`src/rtl/nca_pkg.sv`:
```
package nca_pkg;

  // field widths fixed by the item format
  localparam int COORD_BITS   = 16;
  localparam int CENTER_IDX_W = 4;
  localparam int CFG_W        = 5;

  // center store and lane count
  localparam int MAX_CENTERS = 16;
  localparam int ID_W        = $clog2(MAX_CENTERS);
  localparam int COUNT_W     = $clog2(MAX_CENTERS + 1);

  // distance arithmetic
  localparam int SQ_BITS   = 2 * COORD_BITS;
  localparam int DIST_BITS = SQ_BITS + 1;

  typedef enum logic {
    KIND_LOAD     = 1'b0,
    KIND_CLASSIFY = 1'b1
  } kind_e;

  // per-stage advance strobes shared by the datapath modules
  typedef struct packed {
    logic s1;
    logic s2;
    logic s3;
    logic s4;
    logic s5;
  } pipe_en_t;

  // one contender in the minimum search
  typedef struct packed {
    logic                 ok;
    logic [ID_W-1:0]      id;
    logic [DIST_BITS-1:0] sq_dist;
  } cand_t;

  // lo always carries the lower index, so it keeps ties
  function automatic cand_t cand_min(cand_t lo, cand_t hi);
    cand_t res;
    res = lo;
    if (hi.ok && (!lo.ok || (hi.sq_dist < lo.sq_dist))) begin
      res = hi;
    end
    return res;
  endfunction

endpackage

```
`src/rtl/nca_min_tree.sv`:
```
module nca_min_tree import nca_pkg::*; (
  input  logic     clk_i,
  input  pipe_en_t en_i,
  input  cand_t    leaf_i [MAX_CENTERS],
  output cand_t    win_o
);

  localparam int Levels   = $clog2(MAX_CENTERS);
  localparam int Leaves   = 1 << Levels;
  localparam int MidLevel = Levels / 2;
  localparam int MidCount = Leaves >> MidLevel;

  cand_t work_a [Leaves];
  cand_t work_b [MidCount];
  cand_t mid_q  [MidCount];
  cand_t win_q;

  // lower levels of the tree, in place
  always_comb begin
    for (int i = 0; i < Leaves; i++) begin
      if (i < MAX_CENTERS) begin
        work_a[i] = leaf_i[i];
      end else begin
        work_a[i] = '0;
      end
    end
    for (int l = 0; l < MidLevel; l++) begin
      for (int j = 0; j < Leaves / 2; j++) begin
        if (j < (Leaves >> (l + 1))) begin
          work_a[j] = cand_min(work_a[2*j], work_a[2*j+1]);
        end
      end
    end
  end

  // upper levels of the tree
  always_comb begin
    for (int i = 0; i < MidCount; i++) begin
      work_b[i] = mid_q[i];
    end
    for (int l = 0; l < Levels - MidLevel; l++) begin
      for (int j = 0; j < MidCount / 2; j++) begin
        if (j < (MidCount >> (l + 1))) begin
          work_b[j] = cand_min(work_b[2*j], work_b[2*j+1]);
        end
      end
    end
  end

  always_ff @(posedge clk_i) begin
    if (en_i.s4) begin
      for (int i = 0; i < MidCount; i++) begin
        mid_q[i] <= work_a[i];
      end
    end
    if (en_i.s5) begin
      win_q <= work_b[0];
    end
  end

  assign win_o = win_q;

endmodule
```
`config.mk`:
```
export PLATFORM = sky130hd
export DESIGN_NAME = nca_min_tree
export DESIGN_NICKNAME = d
export VERILOG_FILES = /design/src/rtl/nca_pkg.sv /design/src/rtl/nca_min_tree.sv
export SDC_FILE = /design/constraint.sdc
export NUM_CORES = 1
export LEC_CHECK = 0
export ABC_AREA = 1
export BUFFER_PORTS_ARGS = -buffer_cell sky130_fd_sc_hd__buf_2
export CORE_AREA = 2 2 256 258
export CTS_CLUSTER_DIAMETER = 150
export DETAILED_ROUTE_END_ITERATION = 7
export DIE_AREA = 0 0 258 260
export GPL_TIMING_DRIVEN = 1
export SYNTH_ARGS = -nofsm -noshare
export SYNTH_HDL_FRONTEND = slang
export SYNTH_SLANG_ARGS = --single-unit
```
`constraint.sdc`:
```
create_clock -name clk_i -period 9.5 [get_ports clk_i]
set_input_delay 1.425 -clock clk_i [delete_from_list [all_inputs] [get_ports clk_i]]
set_output_delay 1.425 -clock clk_i [all_outputs]
set_load 0.02 [all_outputs]
```
Word level (Yosys, flattened, before mapping)
Memories as Yosys holds them, arrays and structs flattened.
Cells that the tools add are included.
{"block": "classes", "n_addsub": 0, "n_mul": 0, "n_div": 0, "order_cmp": 15, "eq_ne": 0, "shift": 0, "muxes": 17, "bitwise_logic": 0, "reduce_logical": 45}
{"op": "two-way mux 38 bit", "count": 15}
{"op": "< comparator 33 bit", "count": 15}
{"op": "logical AND 1 bit", "count": 15}
{"op": "logical NOT 1 bit", "count": 15}
{"op": "logical OR 1 bit", "count": 15}
{"op": "two-way mux 1 bit", "count": 2}
{"block": "word_totals", "regBits": 38, "latch_bits": 0, "mem_bits_rw": 152, "rom_bits": 0, "in_bits": 614, "out_inout_bits": 38, "word_cells": 81, "memories": 1}
{"name": "mid_q", "words": 4, "width": 38, "read_ports": 4, "rd_clocked_by_memory_dff": 0, "write_ports": 4, "line": "nca_min_tree.sv:15", "source": "cand_t mid_q [MidCount];"}

Depth between registers and ports, before layout
{"block": "logic_depth", "word_depth": 8, "depth_mapped": 33, "depth_no_buf": 31}

Least setup slack after synthesis
Ideal clock, no wire load.
{"block": "synth_timing", "kind": "input port to flip-flop", "startpoint": "in leaf_i[602] (netlist name)", "endpoint": "mem mid_q[0][10] (netlist name), data pin", "setup_ns": 0.253, "t_arrival_ns": 4.454, "required_time_ns": 9.247, "setup_slack_ns": 4.793, "cell_stages": 31, "path_buffers": 3, "cell_sequence": "inv_1 > ha_1 > nand2_1 > nor2_1 > nand2_1 > nor2_1 > nand2_1 > nand2_1 > nor2_1 > nand2_1 > nand2_1 > nand2_2 > buf_2 > buf_2 > nand2_1 > o21ai_0 > inv_1 > ha_1 > a21oi_1 > o21ai_0 > nand2_1 > o211ai_1 > nand2_1 > o21ai_0 > a211oi_1 > nand2_1 > nand2_2 > nand2_2 > buf_2 > nand2_1 > nand2_1"}
{"element": "start, declared", "line": "nca_min_tree.sv:4", "source": "input cand_t leaf_i [MAX_CENTERS],"}
{"element": "end, declared", "line": "nca_min_tree.sv:15"}

==> results.sh <==
export IMPL_synth_seq_area_share_pct=22.3
export IMPL_post_route_period_util_pct=71.4
export IMPL_die_w_um=258
export IMPL_critical_path_startpoint="leaf_i[282]"
export IMPL_grt_first_pass_wirelength_mm=127
export IMPL_postSynth_topFlopCell="sky130_fd_sc_hd__edfxtp_1"
export IMPL_ioPinCount=652
export IMPL_area_delta_synth_final_pct=16.9
export IMPL_clkSlewWorstSetupHoldPaths_ns=0.08
export IMPL_worst_hold_startpoint="mid_q[1][34]"
export IMPL_cts_resized_gates=0
export IMPL_cp_start_kind="input port"
export IMPL_antenna_found_initial=4
export IMPL_outcome="finished clean"
export IMPL_clock_skew_ns=0.0217
export IMPL_via_per_inst=4.79
export IMPL_synth_top_family_by_area="simple AND/OR/NAND/NOR gates"
export IMPL_timing_critical_path_slowest_stage_cell="sky130_fd_sc_hd__o21ai_0"
export IMPL_groute_layer_met2_usage_pct=42.8
export IMPL_synthesis_area_per_instance_um2=6.61
export IMPL_synth_adder_area_share_pct=23.5
export IMPL_drv_slew=0
export IMPL_grt_busiest_layer="met2"
export IMPL_final_common_cell="sky130_fd_sc_hd__nand2_1"
export IMPL_max_freq_ghz=0.148
export IMPL_cts_buffers=17
export IMPL_power_static_leakage_nw=17.3
export IMPL_slowest_delay_ns=0.85
export IMPL_placeableCoreArea_um2=64100
export IMPL_cts_hold_repair_buffers=0
export IMPL_layout_cells_sized_above_1_pct=17.0
export IMPL_drc=0
export IMPL_global_route_usage_met1_pct=31.8
export IMPL_fp_dieH_um=260
export IMPL_final_setup_viol_count=0
export IMPL_post_synth_xor_area_fraction_pct=0
export IMPL_number_of_standard_cells_after_synthesis=3871
export IMPL_cts_buffer_depth=2
export IMPL_wl_mm=83.9
export IMPL_yosys_warnings=0
export IMPL_synth_simple_gate_area_share_pct=27.4
export IMPL_mappedNetlistArea_um2=25600
export IMPL_regToRegSetupSlack_ns=3.44
export IMPL_final_min_clock_period_ns=6.78
export IMPL_postLayoutCoreUtil_pct=46.6
export IMPL_area_enclosed_by_the_die_boundary_um2=67100
export IMPL_overflow=0
export IMPL_worstMarginPinSlew_ns=1.20
export IMPL_vias_in_the_first_global_route=23988
export IMPL_grt_met3_usage_pct=2.55
export IMPL_syn_num_nets=4965
export IMPL_synthArstFlopShare_pct=0
export IMPL_cts_setup_buffers=0
export IMPL_critical_path_max_fanout=69
export IMPL_floorplan_initialDensity_pct=39.9
export IMPL_setup_tns_ns=0
export IMPL_vdd_ir_drop_max_mv=0.108
export IMPL_port_buffer_count=648
export IMPL_final_count_of_hold_timing_violations=0
export IMPL_via_count=25387
export IMPL_clockRootBuffer="sky130_fd_sc_hd__clkbuf_16"
export IMPL_drv_cap=0
export IMPL_drt_pre_antenna_iters=7
export IMPL_final_nets=5517
export IMPL_count_of_flip_flops_with_a_built_in_enable_after_synthesis=190
export IMPL_clock_latency_ns=0.45
export IMPL_setup_worst_path_end_class="flop"
export IMPL_timing_critical_path_mode_cell="sky130_fd_sc_hd__nand2_1"
export IMPL_cp_num_buf_inv=3
export IMPL_yosys_cell_types_count=29
export IMPL_synth_mux_area_fraction_pct=1.76
export IMPL_drt_wirelength_per_cell_um=15.8
export IMPL_dpl_hpwl_mm=72.1
export IMPL_grt_max_degree=99
export IMPL_timing_max_slew_rel_slack_pct=19.5
export IMPL_gpl_final_weighted_congestion=0.897
export IMPL_cts_max_level=4
export IMPL_worst_ep_required_time_ns=9.66
export IMPL_r2r_start="mid_q[0][10]"
export IMPL_grt_total_usage_pct=24.2
export IMPL_hold_path_class="reg2reg"
export IMPL_tritoncts="built"
export IMPL_path_delay_family="simple AND/OR/NAND/NOR gates"
export IMPL_layout_setup_ws_ns=2.72
export IMPL_synth_compound_area_share_pct=12.2
export IMPL_synth_seq_cells=190
export IMPL_route_antenna_remaining_nets=0
export IMPL_total_power_density_per_cell_area_nw_per_um2=134
export IMPL_first_iter_violations=1580
export IMPL_num_rows=93
export IMPL_rsz0062_at_grt="no"
export IMPL_total_power_mw=3.99
export IMPL_worst_ep_arrival_time_ns=6.94
export IMPL_ws_path_type="in2reg"
export IMPL_preCtsSetupSlack_ns=2.38
export IMPL_clock_net_sink_count=190
export IMPL_layout_cells_most_common_list="sky130_fd_sc_hd__nand2_1 (1164), sky130_fd_sc_hd__inv_1 (688), sky130_fd_sc_hd__buf_2 (647)"
## final timing paths
check                endpoint  cells after the start
setup / recovery  mid_q[2][6]                     25
hold / removal      win_o[34]                      3
setup reg to reg    win_o[18]                     28
hold reg to reg     win_o[34]                      3
## area by class of cell
| class | instances | area [um^2] |
|---|---|---|
| fillers | 6766 | 34200 |
| clock inverters | 15 | 184 |
| multi-input cells | 2868 | 16600 |
| inverters | 688 | 2580 |
| flip-flops and latches | 190 | 5710 |
| clock buffers | 17 | 425 |
| diodes | 5 | 12.5 |
| well taps | 855 | 1070 |
| repair buffers | 658 | 3320 |
## per-stage QoR
stage          hold slack (ns)  area, um^2  cells
3_5_place_dp             0.625       29300   5259
4_1_cts                  0.648       29900   5291
3_3_place_gp             0.622       29300   5259
2_1_floorplan            0.525       25600   3871
5_1_grt                  0.687       29900   5295
6_report                 0.644       29900   5296
## power by group
part           internal [mW]  leakage (nW)  switching (mW)
clock                  0.359         0.289           0.370
sequential              1.15          1.86          0.0857
combinational          0.711          15.2            1.31
## kinds of logic (layout without fill, tap and decap cells)
group	Yosys count	after routing
simple gates	1752	1752
buf+inv	813	1378
compound gates	596	596
fa+ha+maj	480	480
flops	190	190
mux	40	40
other cells	0	5
## synthesized netlist by cell type, types with 2 or more instances
| cell type | count | area [um^2] |
|---|---|---|
| sky130_fd_sc_hd__o21ai_0 | 188 | 941 |
| sky130_fd_sc_hd__a21o_1 | 21 | 158 |
| sky130_fd_sc_hd__nor2b_1 | 2 | 12.5 |
| sky130_fd_sc_hd__buf_2 | 57 | 285 |
| sky130_fd_sc_hd__nor2_2 | 5 | 31.3 |
| sky130_fd_sc_hd__inv_1 | 688 | 2580 |
| sky130_fd_sc_hd__a31oi_1 | 3 | 18.8 |
| sky130_fd_sc_hd__a21boi_1 | 5 | 37.5 |
| sky130_fd_sc_hd__nor4_1 | 3 | 18.8 |
| sky130_fd_sc_hd__edfxtp_1 | 190 | 5710 |
| sky130_fd_sc_hd__buf_4 | 4 | 30.0 |
| sky130_fd_sc_hd__nor3_1 | 10 | 50.1 |
| sky130_fd_sc_hd__mux2_2 | 40 | 450 |
| sky130_fd_sc_hd__a21oi_1 | 353 | 1770 |
| sky130_fd_sc_hd__o211ai_1 | 9 | 67.6 |
| sky130_fd_sc_hd__nor2_1 | 304 | 1140 |
| sky130_fd_sc_hd__buf_6 | 20 | 225 |
| sky130_fd_sc_hd__o21a_1 | 7 | 52.6 |
| sky130_fd_sc_hd__o221ai_1 | 5 | 43.8 |
| sky130_fd_sc_hd__clkbuf_1 | 43 | 161 |
| sky130_fd_sc_hd__nand3_1 | 219 | 1100 |
| sky130_fd_sc_hd__nand4_1 | 24 | 150 |
| sky130_fd_sc_hd__nand2_2 | 20 | 125 |
| sky130_fd_sc_hd__a211oi_1 | 4 | 30.0 |
| sky130_fd_sc_hd__nand2_1 | 1164 | 4370 |
| sky130_fd_sc_hd__ha_1 | 480 | 6010 |
## flip-flops by register name, indices dropped and copies added, names as in the netlist
| signal | count |
|---|---|
| mid_q | 152 |
| win_o | 38 |
## worst min-delay path: cells and delay by family, from the launching register on
kind             cells  cell delay, ns
DFF                  1            0.32
and+or+nand+nor      2            0.09
muxes                1            0.14
## routing by layer
layer	share of wire (%)	wire length, um
met1	46	38400
met4	1.8	1490
met2	48	40400
met3	4.3	3630
met5	0	0
Power figures use the tool's default switching activity.
