--- config.mk ---
export PLATFORM = sky130hd
export DESIGN_NAME = nca_dist_lane
export DESIGN_NICKNAME = d
export VERILOG_FILES = /design/src/rtl/nca_pkg.sv /design/src/rtl/nca_dist_lane.sv
export SDC_FILE = /design/constraint.sdc
export NUM_CORES = 1
export LEC_CHECK = 0
export ABC_CLOCK_PERIOD_IN_PS = 5800
export BUFFER_PORTS_ARGS = -buffer_cell sky130_fd_sc_hd__buf_2
export CAP_MARGIN = 15
export CORE_MARGIN = 2
export CORE_UTILIZATION = 40
export CTS_CLUSTER_DIAMETER = 200
export CTS_CLUSTER_SIZE = 25
export DETAILED_ROUTE_END_ITERATION = 12
export SETUP_SLACK_MARGIN = 0.05
export SYNTH_ARGS = -nofsm -noshare
export SYNTH_HDL_FRONTEND = slang
export SYNTH_SLANG_ARGS = --single-unit
--- constraint.sdc ---
create_clock -name clk_i -period 5.8 [get_ports clk_i]
set_input_delay 0.58 -clock clk_i [delete_from_list [all_inputs] [get_ports clk_i]]
set_output_delay 0.58 -clock clk_i [all_outputs]
set_load 0.05 [all_outputs]
--- src/rtl/nca_pkg.sv ---
package nca_pkg;

  // field widths fixed by the item format
  localparam int COORD_BITS   = 16;
  localparam int CENTER_IDX_W = 4;
  localparam int CFG_W        = 5;

  // center store and lane count
  localparam int MAX_CENTERS = 16;
  localparam int ID_W        = $clog2(MAX_CENTERS);
  localparam int COUNT_W     = $clog2(MAX_CENTERS + 1);

  // distance arithmetic
  localparam int SQ_BITS   = 2 * COORD_BITS;
  localparam int DIST_BITS = SQ_BITS + 1;

  typedef enum logic {
    KIND_LOAD     = 1'b0,
    KIND_CLASSIFY = 1'b1
  } kind_e;

  // per-stage advance strobes shared by the datapath modules
  typedef struct packed {
    logic s1;
    logic s2;
    logic s3;
    logic s4;
    logic s5;
  } pipe_en_t;

  // one contender in the minimum search
  typedef struct packed {
    logic                 ok;
    logic [ID_W-1:0]      id;
    logic [DIST_BITS-1:0] sq_dist;
  } cand_t;

  // lo always carries the lower index, so it keeps ties
  function automatic cand_t cand_min(cand_t lo, cand_t hi);
    cand_t res;
    res = lo;
    if (hi.ok && (!lo.ok || (hi.sq_dist < lo.sq_dist))) begin
      res = hi;
    end
    return res;
  endfunction

endpackage

--- src/rtl/nca_dist_lane.sv ---
module nca_dist_lane import nca_pkg::*; (
  input  logic                  clk_i,
  input  pipe_en_t              en_i,
  input  logic [COORD_BITS-1:0] point_x_i,
  input  logic [COORD_BITS-1:0] point_y_i,
  input  logic [COORD_BITS-1:0] center_x_i,
  input  logic [COORD_BITS-1:0] center_y_i,
  output logic [DIST_BITS-1:0]  dist_o
);

  logic [COORD_BITS-1:0] dx_d, dy_d, dx_q, dy_q;
  logic [SQ_BITS-1:0]    sqx_q, sqy_q;
  logic [DIST_BITS-1:0]  dist_q;

  // absolute differences
  always_comb begin
    dx_d = (point_x_i >= center_x_i) ? (point_x_i - center_x_i) : (center_x_i - point_x_i);
    dy_d = (point_y_i >= center_y_i) ? (point_y_i - center_y_i) : (center_y_i - point_y_i);
  end

  always_ff @(posedge clk_i) begin
    if (en_i.s1) begin
      dx_q <= dx_d;
      dy_q <= dy_d;
    end
    // one square per axis
    if (en_i.s2) begin
      sqx_q <= SQ_BITS'(dx_q) * SQ_BITS'(dx_q);
      sqy_q <= SQ_BITS'(dy_q) * SQ_BITS'(dy_q);
    end
    if (en_i.s3) begin
      dist_q <= DIST_BITS'(sqx_q) + DIST_BITS'(sqy_q);
    end
  end

  assign dist_o = dist_q;

endmodule

# Word level (Yosys, flattened, before mapping)
# Cells that the tools add are included.
[word_totals] latch_bits=0 mem_bits_ro=0 wordCells=16 ram_bits=0 input_bits=70 register_bits=129 out_inout_bits=33 memories=0
[classes] n_shift=0 n_bitwise=0 div_mod_pow=0 n_mul=2 n_lt_le_gt_ge=2 n_eq_ne=0 mux=2 n_reduce_logical=0 add_sub_neg=5
[op_table] operator="$mul 16x16->32" count=2
[op_table] operator="$sub 16x16->16" count=4
[op_table] operator="$add 32x32->33" count=1
[op_table] operator="$ge 16x16->1" count=2
[op_table] operator="$mux 16" count=2

# Longest topological paths before layout
# Gate-level depths: netlist (run 1).
[logic_depth] ltp_word=2 depth_mapped=25 depth_no_buf=24

# Worst setup path after synthesis (run 1)
# No wires, ideal clock.
[synth_path] kind="reg-to-reg" from="reg dx_q[8]" to="reg sqx_q[28], data pin" required_time_ps=5541 stages_incl_launch_ff=25 setup_slack_ps=-415 n_path_buf=1 arrival_ps=5956 setup_ps=259 period_less_slack_ps=6215 cell_sequence="edfxtp_1 > clkbuf_1 > nand2_1 > inv_1 > fa_1 > inv_1 > fa_1 > inv_1 > fa_1 > inv_1 > fa_1 > inv_1 > fa_1 > inv_1 > fa_1 > inv_1 > ha_1 > nand4_1 > o311ai_4 > a21oi_1 > o31ai_1 > a31oi_1 > o31ai_1 > a21oi_1 > xnor2_1"
[synth_between] elab_chain_cells=1
[synth_rtl] item="from (decl)" line="nca_dist_lane.sv:11" source="logic [COORD_BITS-1:0] dx_d, dy_d, dx_q, dy_q;"
[synth_rtl] item="from (signal assigned)" line="nca_dist_lane.sv:23" source="dx_q <= dx_d;"
[synth_rtl] item="$mul 16x16->32" line="nca_dist_lane.sv:28" source="sqx_q <= SQ_BITS'(dx_q) * SQ_BITS'(dx_q);"
[synth_rtl] item="to (signal assigned)" line="nca_dist_lane.sv:28"
[synth_rtl] item="to (decl)" line="nca_dist_lane.sv:12" source="logic [SQ_BITS-1:0] sqx_q, sqy_q;"
# Every way passes these cells.
# A chain may end at the register's enable or synchronous reset.

# Worst setup path after layout (run 1)
[layout_path] from="reg dy_q[3]" to="reg sqy_q[25], data pin"
[layout_between] elab_chain_cells=1
[layout_rtl] item="from (decl)" line="nca_dist_lane.sv:11"
[layout_rtl] item="from (signal assigned)" line="nca_dist_lane.sv:24" source="dy_q <= dy_d;"
[layout_rtl] item="$mul 16x16->32" line="nca_dist_lane.sv:29" source="sqy_q <= SQ_BITS'(dy_q) * SQ_BITS'(dy_q);"
[layout_rtl] item="to (signal assigned)" line="nca_dist_lane.sv:29"
[layout_rtl] item="to (decl)" line="nca_dist_lane.sv:12"
# Every way passes these cells.

==> flow_summary.yaml, run 1 <==
worst_setup_path:
  arrival_ns: 6.18
  crit_top_cell: "fa_1"
  required_ns: 5.99
  start_kind: "flip-flop"
  cp_max_fo: 4
  timing.critical_path.from: "dy_q[3]$_DFFE_PP_"
  path_class: "flip-flop to flip-flop"
  crit_path_end_kind: "flip-flop"
  r2r-start: "dy_q[3]$_DFFE_PP_"
  cp_slowest_cell: "fa_1"
  slowest_delay_ns: 0.54
  path_cells: "and2_4 -> fa_1 -> inv_2 -> fa_1 -> inv_1 -> fa_1 -> fa_1 -> fa_1 -> inv_1 -> fa_1 -> inv_2 -> ha_4 -> a21o_1 -> a211o_1 -> o211ai_1 -> buf_4 -> a21oi_4 -> o221ai_4 -> a31oi_4 -> o21a_1 -> nor2_2 -> xnor2_1"
clock_tree:
  cts_sinks: 127
  clk_pin_slew_ns: 0.06
  cts_max_level: 4
  clock_latency_ns: 0.45
  cts_hold_buffers: 0
  root_buffer: "clkbuf_16"
  tritoncts: "done"
  cts_buffers: 17
  cts_max_path_buffers: 2
sta:
  max_slew.worst_pin.slew_ns: 0.870
  max-slew-margin-rel_pct: 42.0
  min_period_ns: 5.99
  min_period_over_period_pct: 103
  max_clock_freq_mhz: 167
  fin_worst_skew_ns: 0.0118
  final.setup.worst_slack_ns: -0.191
  rsz0062_at_grt: "true"
  hold_ws_ns: 0.550
  timing.final.max_slew_violations: 0
  finalHoldViolCount: 0
  setup_viol: 21
die:
  dieArea_um2: 57800
  dieHeight_um: 241
  num_rows: 86
  die_w_um: 241
  start_util_pct: 40.5
  core-area_um2: 55200
  io_pins: 103
yosys:
  yosysSeqAreaShare_pct: 17.0
  avgSynthCellArea_um2: 9.43
  syn_area_um2: 22400
  ys_ff_latch: 127
  yosysMostFrequentCell: "inv_1"
  ys_dominant_reg_cell: "edfxtp_1"
  yosys_warnings: 0
  postSynthCellCount: 2372
  synth_edf_count: 127
  synth_nets: 3063
  synth_top_area_share_pct: 29.3
  yosysUniqueCellTypes: 72
  synthArstFlopShare_pct: 0
  synth_area_leader_cell: "fa_1"
  ys_top_cells_by_area: "fa_1 29%, edfxtp_1 17%, ha_1 16%"
  synth_common_cells: "581 x inv_1, 328 x fa_1, 293 x ha_1"
cells_and_area:
  drive_gt1_share_pct: 24.5
  fillers: 5029
  nNetsFinal: 3418
  areaGrowthSynthToFinish_pct: 23.7
  antenna_cells: 0
grt:
  grtUsageTotal_pct: 18.6
  grt_first_pass_wirelength_mm: 86.3
  grt_start_max_net_pins: 63
  grt_pass1_vias: 18300
  grt_overflow_total: 0
  antenna_found_initial: 0
drt:
  drc_errors: 0
  viasPerCell: 4.88
  ant_nets: 0
  drt_first_pass_iters: 5
  wirelength_mm: 51.7
  vias: 17000
  initialDrtViolationCount: 862
  routedWlPerCell_um: 14.8
place:
  pre_cts_slack_ns: -0.418
  port_buffers: 100
  dpl.hpwl_mm: 42.6
  gp_congestion: 0.867
worst_hold_path:
  hold_path.class: "flip-flop to flip-flop"
  hold_start: "sqy_q[0]$_DFFE_PP_"
outcome:
  failed_checks: "setup timing"
  status: "complete, but fails checks"
flow_run:
  drv_cap: 0
worst paths after layout:
check,cells after the start,slack (ns),endpoint
worst max-delay path,22,-0.19,sqy_q[25]$_DFFE_PP_
worst min-delay path,1,0.55,dist_o[0]$_DFFE_PP_
worst max register to register,22,-0.19,sqy_q[25]$_DFFE_PP_
worst min register to register,1,0.55,dist_o[0]$_DFFE_PP_
cells in the final DEF, fill, tap and decap left out, drive strengths merged, types with 13 or more instances in the layout:
cell	count
nand2b	16
ha	293
nand2	190
xor2	47
nor2b	26
clkbuf	18
nand3	20
fa	328
buf	401
edfxtp	127
nor2	91
nor3	19
and2	78
xnor2	76
a211oi	15
o21ai	49
inv	583
o21a	17
a31oi	13
nand4	14
a21oi	114
a21o	60
final cells by class:
type                    instances  area (um^2)  area share, %
clock buffers                  17          425           1.54
clock inverters                15          194          0.701
inverters                     582         2190           7.91
multi-input cells            1597        17100           61.7
flip-flops and latches        127         3810           13.8
well taps                     748          936           3.38
repair buffers                402         3050           11.0
metrics by stage:
stage / TNS [ns] / util, % / area, um^2 / instances
finish: -1.98 / 50.2 / 27700 / 3488
global route: -6.70 / 50.2 / 27700 / 3488
CTS: -1.40 / 49.2 / 27100 / 3472
detailed placement: -5.40 / 46.1 / 25400 / 3384
global placement: -3.78 / 46.1 / 25400 / 3384
floorplan: -0.178 / - / 22700 / 2372
metal layers:
metal,track usage (%),share of wire [%]
met5,0,0
met4,3.48,0.81
met3,2.96,4.4
met2,31.5,49
met1,25.4,46
cell families (layout without fill, tap and decap cells):
group | count (synthesis) | after routing | share of synthesized area [%]
AND/OR/NAND/NOR | 488 | 488 | 10.4
flip-flops | 127 | 127 | 17.0
adder cells (fa/ha/maj) | 621 | 621 | 45.7
buffers and inverters | 648 | 1016 | 10.9
AO/OA/AOI/OAI | 351 | 351 | 10.5
multiplexers | 14 | 14 | 0.654
XOR/XNOR | 123 | 123 | 4.81
worst max-delay path, delay by kind of cell (launching register included):
| family | cells | cell delay, ns |
|---|---|---|
| compound gates | 7 | 1.32 |
| xor+xnor | 1 | 0.07 |
| fa+ha+maj | 7 | 3.19 |
| buf+inv | 5 | 0.35 |
| flops | 1 | 0.50 |
| simple gates | 2 | 0.29 |
state kept, by name, indices dropped and copies added, names as in the netlist:
| register | count |
|---|---|
| dist_o | 33 |
| sqx_q | 31 |
| sqy_q | 31 |
| dx_q | 16 |
| dy_q | 16 |
repair_timing:
item,CTS,global route
pin swaps,128,115
endpoints found under the setup margin,25,32
buffers inserted,58,25
resized for setup,162,125
gates cloned,0,1
Power of run 1 is left out: the tool's default activity adds up to more than one toggle a clock period on the data nets, which glitch-free logic cannot reach.
==> run 2: changes to the inputs <==
--- a/config.mk
+++ b/config.mk
@@ -5,7 +5,7 @@
 export SDC_FILE = /design/constraint.sdc
 export NUM_CORES = 1
 export LEC_CHECK = 0
-export ABC_CLOCK_PERIOD_IN_PS = 5800
+export ABC_CLOCK_PERIOD_IN_PS = 7100
 export BUFFER_PORTS_ARGS = -buffer_cell sky130_fd_sc_hd__buf_2
 export CAP_MARGIN = 15
 export CORE_MARGIN = 2
==> constraint.sdc (replaced) <==
create_clock -name clk_i -period 7.1 [get_ports clk_i]
set_input_delay 0.71 -clock clk_i [delete_from_list [all_inputs] [get_ports clk_i]]
set_output_delay 0.71 -clock clk_i [all_outputs]
set_load 0.05 [all_outputs]
==> flow_summary.yaml, run 2 (synthesized netlist as in run 1, its figures left out) <==
worst_setup_path:
  r2r-start: "dy_q[3]$_DFFE_PP_"
  timing.rr.end: "sqy_q[27]$_DFFE_PP_"
  cp_top_family: "adder cells"
  crit_path_end_kind: "flip-flop"
  start_kind: "flip-flop"
  slowest_delay_ns: 0.58
  r2r_cells: 23
  required_ns: 7.29
  cp_max_fo: 10
  arrival_ns: 6.81
  cp_slowest_cell: "edfxtp_1"
  crit_top_cell: "inv_1"
  path_cells: "nand2_1 -> inv_1 -> fa_1 -> inv_1 -> fa_1 -> inv_1 -> fa_1 -> inv_1 -> fa_1 -> inv_1 -> fa_1 -> inv_1 -> fa_1 -> inv_1 -> ha_1 -> o211ai_1 -> o21bai_1 -> o211ai_1 -> a21oi_1 -> o221ai_1 -> a31oi_1 -> a21boi_0 -> xnor2_1"
  r2r_slack_ns: 0.48
  path_class: "flip-flop to flip-flop"
  critPathBufInv: 7
grt:
  gr-usage-met2_pct: 28.4
  grt_overflow_total: 0
  use_met3_pct: 2.20
  grt_use_met1_pct: 25.2
  antenna_found_initial: 0
  busiest_layer: "met2"
  grt_start_max_net_pins: 63
  grtUsageTotal_pct: 17.5
  grt_first_pass_wirelength_mm: 80.4
  grt_pass1_vias: 16600
die:
  io_pins: 103
  dieHeight_um: 241
  num_rows: 86
  start_util_pct: 40.5
  die_w_um: 241
  core-area_um2: 55200
  dieArea_um2: 57800
clock_tree:
  clock_latency_ns: 0.44
  cts_hold_buffers: 0
  cts_max_level: 4
  cts_sinks: 127
  root_buffer: "clkbuf_16"
  cts_max_path_buffers: 2
  cts_buffers: 17
  clk_pin_slew_ns: 0.06
  tritoncts: "done"
cells_and_area:
  largest_reg_flops: 33
  final_cell_mix: "581 x inv_1, 328 x fa_1, 293 x ha_1, 190 x nand2_1, 127 x edfxtp_1"
  final_common_cell: "inv_1"
  drive_gt1_share_pct: 8.00
  nNetsFinal: 3154
  areaGrowthSynthToFinish_pct: 9.24
  fillers: 5318
drt:
  ant_nets: 0
  viasPerCell: 4.93
  vias: 15900
  initialDrtViolationCount: 913
  wirelength_mm: 48.0
  routedWlPerCell_um: 14.9
  drt_first_pass_iters: 7
  drc_errors: 0
worst_hold_path:
  whs_path_depth: 1
  hold_path_end: "dist_o[0]$_DFFE_PP_"
  hold_start: "sqy_q[0]$_DFFE_PP_"
  hold_path.class: "flip-flop to flip-flop"
sta:
  max_slew.worst_pin.slew_ns: 0.838
  fin_worst_skew_ns: 0.0133
  setup_viol: 0
  finalHoldViolCount: 0
  rsz0062_at_grt: "false"
  min_period_ns: 6.62
  setup_tns_ns: 0
  min_period_over_period_pct: 93.3
  max_clock_freq_mhz: 151
  max-slew-margin-rel_pct: 44.1
  timing.final.max_slew_violations: 0
flow_run:
  drv_cap: 0
place:
  dpl.hpwl_mm: 40.7
  gp_congestion: 0.855
  port_buffers: 100
outcome:
  status: "finished, final reports clean"
run 2: cell types whose count changed in the layout (fill, tap and decap cells not counted), sizes merged:
cell / change
diode: +1
clkinvlp: -4
clkbuf: -1
buf: -263
bufinv: -1
clkinv: +4
run 2: area by class of cell:
class	count	area [um^2]	share of cell area (%)
antenna	1	2.50	0.0102
tap	748	936	3.83
sequential	127	3810	15.6
clock inverter	14	168	0.686
timing repair buffer	138	798	3.27
inverter	582	2180	8.94
multi-input combinational	1597	16100	65.9
clock buffer	17	425	1.74
run 2: worst max path at each step:
stage | startpoint | endpoint | slack (ns) | cells after the start
floorplan | dx_q[8]$_DFFE_PP_ | sqx_q[28]$_DFFE_PP_ | 0.89 | 24
global placement | dy_q[3]$_DFFE_PP_ | sqy_q[20]$_DFFE_PP_ | 0.41 | 22
detailed placement | dy_q[8]$_DFFE_PP_ | sqy_q[20]$_DFFE_PP_ | 0.41 | 22
CTS | dy_q[6]$_DFFE_PP_ | sqy_q[20]$_DFFE_PP_ | 0.40 | 18
global route | dx_q[5]$_DFFE_PP_ | sqx_q[30]$_DFFE_PP_ | 0.1 | 23
finish | dy_q[3]$_DFFE_PP_ | sqy_q[27]$_DFFE_PP_ | 0.48 | 23
run 2: per-stage QoR:
| stage | worst slack (ns) | hold WS, ns | instances | instance area, um^2 | util, % |
|---|---|---|---|---|---|
| 3_5_place_dp | 0.412 | 0.547 | 3188 | 23800 | 43.1 |
| 3_3_place_gp | 0.408 | 0.539 | 3188 | 23800 | 43.1 |
| 4_1_cts | 0.403 | 0.564 | 3219 | 24400 | 44.2 |
| 2_1_floorplan | 0.885 | 0.440 | 2372 | 22400 | - |
| 6_report | 0.477 | 0.554 | 3224 | 24400 | 44.3 |
| 5_1_grt | 0.0970 | 0.581 | 3223 | 24400 | 44.3 |
run 2: what timing repair did:
action	4_1_cts	5_1_grt
setup buffers	0	4
gates resized for setup	0	1
hold endpoints to repair	0	0
setup endpoints to repair	0	1
run 2: worst register-to-register path: stages (launching register included):
cell and delay [ns]:
edfxtp_1 0.58, nand2_1 0.20, inv_1 0.08, fa_1 0.53
inv_1 0.05, fa_1 0.52, inv_1 0.05, fa_1 0.50
inv_1 0.05, fa_1 0.52, inv_1 0.05, fa_1 0.47
inv_1 0.05, fa_1 0.48, inv_1 0.05, ha_1 0.35
o211ai_1 0.11, o21bai_1 0.19, o211ai_1 0.18, a21oi_1 0.30
o221ai_1 0.20, a31oi_1 0.49, a21boi_0 0.22, xnor2_1 0.16
run 2: metal layers:
layer  vias up  wire length [um]  part of all wire [%]
met4         0               481                   1.0
met5         -                 0                     0
li1       7685                 -                     -
met3        26              2340                   4.9
met1      7852             23000                    48
met2       326             22200                    46
Power of run 2 is left out for the same reason.
